**config.mk**
```make
export PLATFORM = sky130hd
export DESIGN_NAME = hpvt_csr
export DESIGN_NICKNAME = d
export VERILOG_FILES = /design/src/hw/rtl/homogeneous_point_vector_transform_macros.svh /design/src/hw/rtl/hpvt_pkg.sv /design/src/hw/rtl/hpvt_csr.sv
export SDC_FILE = /design/constraint.sdc
export NUM_CORES = 1
export LEC_CHECK = 0
export ABC_AREA = 1
export BUFFER_PORTS_ARGS = -buffer_cell sky130_fd_sc_hd__buf_2
export CORE_UTILIZATION = 30
export DETAILED_ROUTE_END_ITERATION = 6
export MAX_ROUTING_LAYER = met4
export SLEW_MARGIN = 20
export SYNTH_ARGS = -nofsm -noshare
export SYNTH_HDL_FRONTEND = slang
export SYNTH_SLANG_ARGS = --single-unit
```
**constraint.sdc**
```tcl
create_clock -name clock -period 3.3 [get_ports clock]
set_input_delay 0 -clock clock [delete_from_list [all_inputs] [get_ports clock]]
set_output_delay 0 -clock clock [all_outputs]
set_load 0.005 [all_outputs]
```
**src/hw/rtl/homogeneous_point_vector_transform_macros.svh**
```systemverilog
// ----------------------------------------------------------------------------
// Assertion macros for the homogeneous point/vector transform
// Immediate-consequence and next-cycle property wrappers.
// ----------------------------------------------------------------------------
`ifndef HOMOGENEOUS_POINT_VECTOR_TRANSFORM_MACROS_SVH
`define HOMOGENEOUS_POINT_VECTOR_TRANSFORM_MACROS_SVH

// same-cycle implication
`define HPVT_ASSERT_NOW(lbl, clk, rst, ante, cons) \
   lbl: assert property (@(posedge clk) disable iff (rst) (ante) |-> (cons)) \
      else $error("hpvt assertion failed");

// next-cycle implication
`define HPVT_ASSERT_NEXT(lbl, clk, rst, ante, cons) \
   lbl: assert property (@(posedge clk) disable iff (rst) (ante) |=> (cons)) \
      else $error("hpvt assertion failed");

`endif

```
**src/hw/rtl/hpvt_pkg.sv**
```systemverilog
// ----------------------------------------------------------------------------
// hpvt_pkg
// Types, constants and helpers shared by the transform block.
// ----------------------------------------------------------------------------
package hpvt_pkg;

   localparam int NUM_REGS   = 8;
   localparam int ADDR_W     = 6;
   localparam int RW         = 50;   // rounded row sum width (signed)
   localparam int DIV_STEPS  = 32;   // quotient bits, one per stage
   localparam int DIV_STAGES = DIV_STEPS + 1;
   localparam int NST        = DIV_STAGES + 3;  // mult, sum, divide, output

   localparam logic signed [RW-1:0] ONE_Q16 = RW'(65536);
   localparam logic signed [RW-1:0] MAX32 = $signed({{(RW-32){1'b0}}, 32'h7fffffff});
   localparam logic signed [RW-1:0] MIN32 = $signed({{(RW-32){1'b1}}, 32'h80000000});

   localparam logic [NUM_REGS-1:0][63:0] REG_RESET = '{
      64'h0000000000010000, 64'h0000000000000000,
      64'h0001000000000000, 64'h0000000000000000,
      64'h0000000000000000, 64'h0000000000010000,
      64'h0000000000000000, 64'h0001000000000000
   };

   typedef struct packed {
      logic               mode;
      logic signed [31:0] in_x;
      logic signed [31:0] in_y;
      logic signed [31:0] in_z;
   } req_type;

   typedef struct packed {
      logic signed [31:0] out_x;
      logic signed [31:0] out_y;
      logic signed [31:0] out_z;
      logic               w_zero;
      logic               clipped;
   } rsp_type;

   typedef logic [3:0][3:0][31:0] coef_mat_type;

   typedef struct packed {
      logic        clip;
      logic [31:0] val;
   } sat_type;

   typedef struct packed {
      logic        wz;
      logic        clip;
      logic [31:0] val;
   } div_res_type;

   function automatic sat_type sat32(input logic signed [RW-1:0] v);
      sat_type s;
      if (v > MAX32) begin
         s.clip = 1'b1;
         s.val  = 32'h7fffffff;
      end else if (v < MIN32) begin
         s.clip = 1'b1;
         s.val  = 32'h80000000;
      end else begin
         s.clip = 1'b0;
         s.val  = v[31:0];
      end
      return s;
   endfunction

endpackage

```
**src/hw/rtl/hpvt_csr.sv**
```systemverilog
// ----------------------------------------------------------------------------
// hpvt_csr
// APB register file holding the 4x4 Q16.16 matrix.
// ----------------------------------------------------------------------------
module hpvt_csr (
   input  logic                        clock,
   input  logic                        reset,
   input  logic                        csr_psel,
   input  logic                        csr_penable,
   input  logic                        csr_pwrite,
   input  logic [hpvt_pkg::ADDR_W-1:0] csr_paddr,
   input  logic [63:0]                 csr_pwdata,
   output logic [63:0]                 csr_prdata,
   output hpvt_pkg::coef_mat_type      coef
);
   import hpvt_pkg::*;

   logic [63:0] regs_ff [NUM_REGS];
   logic [2:0]  idx;

   assign idx = csr_paddr[5:3];

   always_ff @(posedge clock) begin
      if (reset) begin
         for (int i = 0; i < NUM_REGS; i++) regs_ff[i] <= REG_RESET[i];
      end else if (csr_psel && csr_penable && csr_pwrite) begin
         regs_ff[idx] <= csr_pwdata;
      end
   end

   assign csr_prdata = regs_ff[idx];

   always_comb begin
      for (int r = 0; r < 4; r++) begin
         coef[r][0] = regs_ff[2*r][63:32];
         coef[r][1] = regs_ff[2*r][31:0];
         coef[r][2] = regs_ff[2*r+1][63:32];
         coef[r][3] = regs_ff[2*r+1][31:0];
      end
   end

endmodule

```
* After elaboration in Yosys (flattened, before gate mapping) *
Memory sizes are Yosys's and may differ from the RTL's.
Cells that the tools add are included.

storage, ports and cells
  flip-flop bits (word level) = 0
  latch bits = 0
  bits in writable memories = 512
  memory bits (read-only) = 0
  output and inout port bits = 576
  memories = 1

operators by class
  add/subtract/negate cells = 0
  multipliers = 0
  divide/modulo/power cells = 0
  order comparisons = 0
  eq/ne operators = 0
  shift-type cells = 0
  muxes and demuxes = 8
  bitwise logic cells = 0
  reduce and logical (&&, ||, !) cells = 3

memory list
  name     depth  width  rd ports  clocked after Yosys merged registers in  wr ports  line            RTL
  regs_ff  8      64     9         0                                        8         hpvt_csr.sv:18  logic [63:0] regs_ff [NUM_REGS];

operator list
  cell               count
  $mux 64            1
  $reduce_or 64->1   1
  $mux 1             6
  $mux 3             1
  $logic_and 1x1->1  2

* Longest topological paths before layout *
  depth in word-level cells = 7
  depth in mapped cells = 9
  mapped depth without buffers = 7

* Worst setup path after synthesis *
No wires, ideal clock.

  kind = input-to-reg
  start point = input reset
  end point = memory regs_ff[1][0], enable pin
  data arrival time = 2.204 ns
  required time = 2.876 ns
  slack = 0.673 ns
  stages on the path = 7
  path buffers = 2
  path through = inv_2 -> nand4_1 -> inv_2 -> nand3_1 -> buf_2 -> buf_4 -> nand2_1

RTL lines
  element             line            RTL
  start: declaration  hpvt_csr.sv:7   input logic reset,
  end: declaration    hpvt_csr.sv:18

==> implementation parameters <==
Parameter                              Value

Yosys
  Main area contributors after synthesis    edfxtp_1 65%, nand2_1 21%, nor2_1 8.2%
  Synthesized instance count    2,610
  Average cell area after synthesis    9.00 um2
  Top-count cell post-synth    nand2_1
  Number of enable flip-flop cells after synthesis    512
  Multiplexer area fraction after synthesis    0
  Synthesized cell area    23,500 um2
  Yosys cell types    15
  Most used flip-flop cell after synthesis    edfxtp_1
  Combinational family with the most area after synthesis    simple AND/OR/NAND/NOR gates
  Ys Warns    0
  Fraction of registers with async set/reset    0
  Share of the synthesized netlist area taken by xor and xnor gates    0
  Net Count, Synth    2,685
  Share of the synthesized area in compound gates (AO/OA/AOI/OAI)    0
  Sequential element share of the synthesized area    0.655
  Share of synthesized cell area in and, or, nand and nor gates    0.301
  Top cell type's share of synthesized area    0.655
  Top cells by count, synth    1,341 x nand2_1, 514 x nor2_1, 512 x edfxtp_1
  Synth area leader    edfxtp_1
  Number of synthesized register bits    512
  Synth Area in Adders    0

Critical path
  CP max FO    55
  Critical Path Source Type    primary input
  Crit path arrival time    2600 ps
  Slowest cell delay on critical path    540 ps
  CP Capture Type    register
  Cell-by-cell listing of the critical path    dlygate4sd3_1, buf_2, inv_2, nand4_1, inv_2, nand2_4, nand2_4, buf_12
  CP Depth    8
  Worst path slowest cell    dlygate4sd3_1
  Category of the most critical setup path    primary input to register
  Critical path required time    3530 ps
  Combined buffer and inverter count along the critical path    5
  CP top delay family    buffers and inverters

Global route
  Global-route wire length before repair    134 mm
  Vias in the first global route    19,500
  Maximum number of pins on one net before global-route repair    127
  Remaining global-route overflow    0
  Global router's overall resource usage    0.238
  Initial antenna violation count    0

Finish
  Largest registers in the final layout    regs_ff x512
  Fraction of layout instances using a drive strength above 1    0.241
  Post-layout nets    3,349
  Filler instances    7,859
  Biggest register    regs_ff
  Layout overhead on the synthesized area    29.2%
  Final cell utilization of the core    0.392
  Diodes inserted    0
  Flip-flop count of the largest register after layout    512

Die
  Width of the chip    282 um
  Height of the die    282 um
  Number of ports placed on the die boundary    651
  Core box area    77,500 um2
  Std cell rows    102
  Die Outline Area    79,400 um2
  Initial core utilization    0.303

Route
  Total length of routed wires    96.0 mm
  Avg WL per Cell    22.0 um
  # DRC    2
  Vias after detailed routing    20,800
  Initial DRT Pass Iterations    7
  Number of routed nets with antenna violations    0
  Violation count after the first detailed-route iteration    2,000
  Via-to-Cell Ratio    4.78

Clock tree
  TritonCTS clock tree    yes
  H-tree Lvls    2
  Clock tree root driver cell    clkbuf_16
  Number of buffers on the longest clock path    3
  Number of sinks handled by clock tree synthesis    512
  Post-CTS sizing    0
  Number of setup buffers added after CTS    0
  Clock-pin slew of the registers on the worst-case setup and hold paths    60 ps
  Total clock buffers created by CTS    55

Placed design
  Number of buffers added on ports    647
  Pre-CTS worst setup slack    885 ps
  HPWL after DPL    60.3 mm
  Routability-driven placement congestion ratio    0.877

Timing
  Slack of the critical path    939 ps
  Max_slew headroom    0.225
  RSZ-0062 raised after global routing    false
  Setup-failing EPs final    0
  Hold WS    114 ps
  Final TNS setup    0 ps
  Final worst path period need    2360 ps
  Maximum clock frequency    0.423 GHz
  Slew at the pin with the worst max-slew slack    1160 ps
  Total count of max-transition violations in the final report    0
  Hold Vio Cnt, Final    0
  Post-route clock period utilization    0.716

Power
  Total power after layout    15,900 uW
  Leakage power    0.0144 uW
  Max IR drop VDD    0.409 mV
  Pwr/cell area    525 nW/um2

Hold path
  Min-delay worst type    primary input to register
  Hold path cells    4

Job
  Count of max-cap constraint violations    0

Run status
  Run status    complete, but fails checks
  Violations in the final reports    DRC
-- worst min-delay path, delay by kind of cell --
family / cells / cell delay, ps
and+or+nand+nor: 2 / 290
buffers and inverters: 2 / 280
-- layout make-up --
cell class | count | area, um2 | area share
clock buffers | 63 | 1450 | 0.0478
inverters | 72 | 288 | 0.00949
multi-input cells | 1874 | 7190 | 0.237
well taps | 1040 | 1300 | 0.0429
clock inverters | 38 | 350 | 0.0115
repair buffers | 759 | 4380 | 0.144
flip-flops and latches | 512 | 15400 | 0.507
-- metrics by stage --
step                      instance area (um2)  instances
after floorplan                         23500       2610
after global placement                  27900       4189
after detailed placement                27900       4189
after CTS                               30300       4358
after global routing                    30300       4358
final                                   30300       4358
-- cells by family after synthesis --
family        count (synthesis)
buf+inv                     224
simple gates               1874
flops                       512
-- layout by cell type (no fill, tap or decap) --
cell type      instances
nand2_1             1331
buf_2                644
nor2_1               514
edfxtp_1             512
dlygate4sd3_1         68
inv_1                 65
clkbuf_16             57
buf_4                 36
clkinv_2              18
nand2_4               10
clkinv_1              10
buf_12                 9
nand4_1                7
clkbuf_1               6
bufinv_16              6
nand3_1                4
nand3_4                4
inv_6                  3
nor2_2                 2
inv_8                  2
inv_2                  2
nor3_1                 2
clkinvlp_4             2
inv_4                  1
clkinv_4               1
buf_8                  1
buf_6                  1
-- what timing repair did --
item                                    in CTS  in global routing
hold buffers                                68                  0
hold endpoints to repair                   513                  0
endpoints found under the setup margin       0                  0
-- power breakdown --
| part | switching, uW | internal [uW] |
|---|---|---|
| clock | 2690 | 3620 |
| sequential | 214 | 7510 |
| combinational | 1250 | 636 |
-- path summary, 6_finish.rpt --
path	start	endpoint	slack [ps]
hold / removal	csr_pwrite	regs_ff[5][48]$_SDFFCE_PN1P_	110
setup / recovery	reset	regs_ff[6][32]$_SDFFCE_PN0P_	940
-- per-layer routing --
layer / GRT usage / up-vias / part of all wire
met5: - / - / 0
met4: 0.0828 / 0 / 0.034
met3: 0.0384 / 203 / 0.079
met2: 0.395 / 1090 / 0.49
met1: 0.294 / 9963 / 0.39
li1: - / 9556 / -
Power figures use the tool's default switching activity.
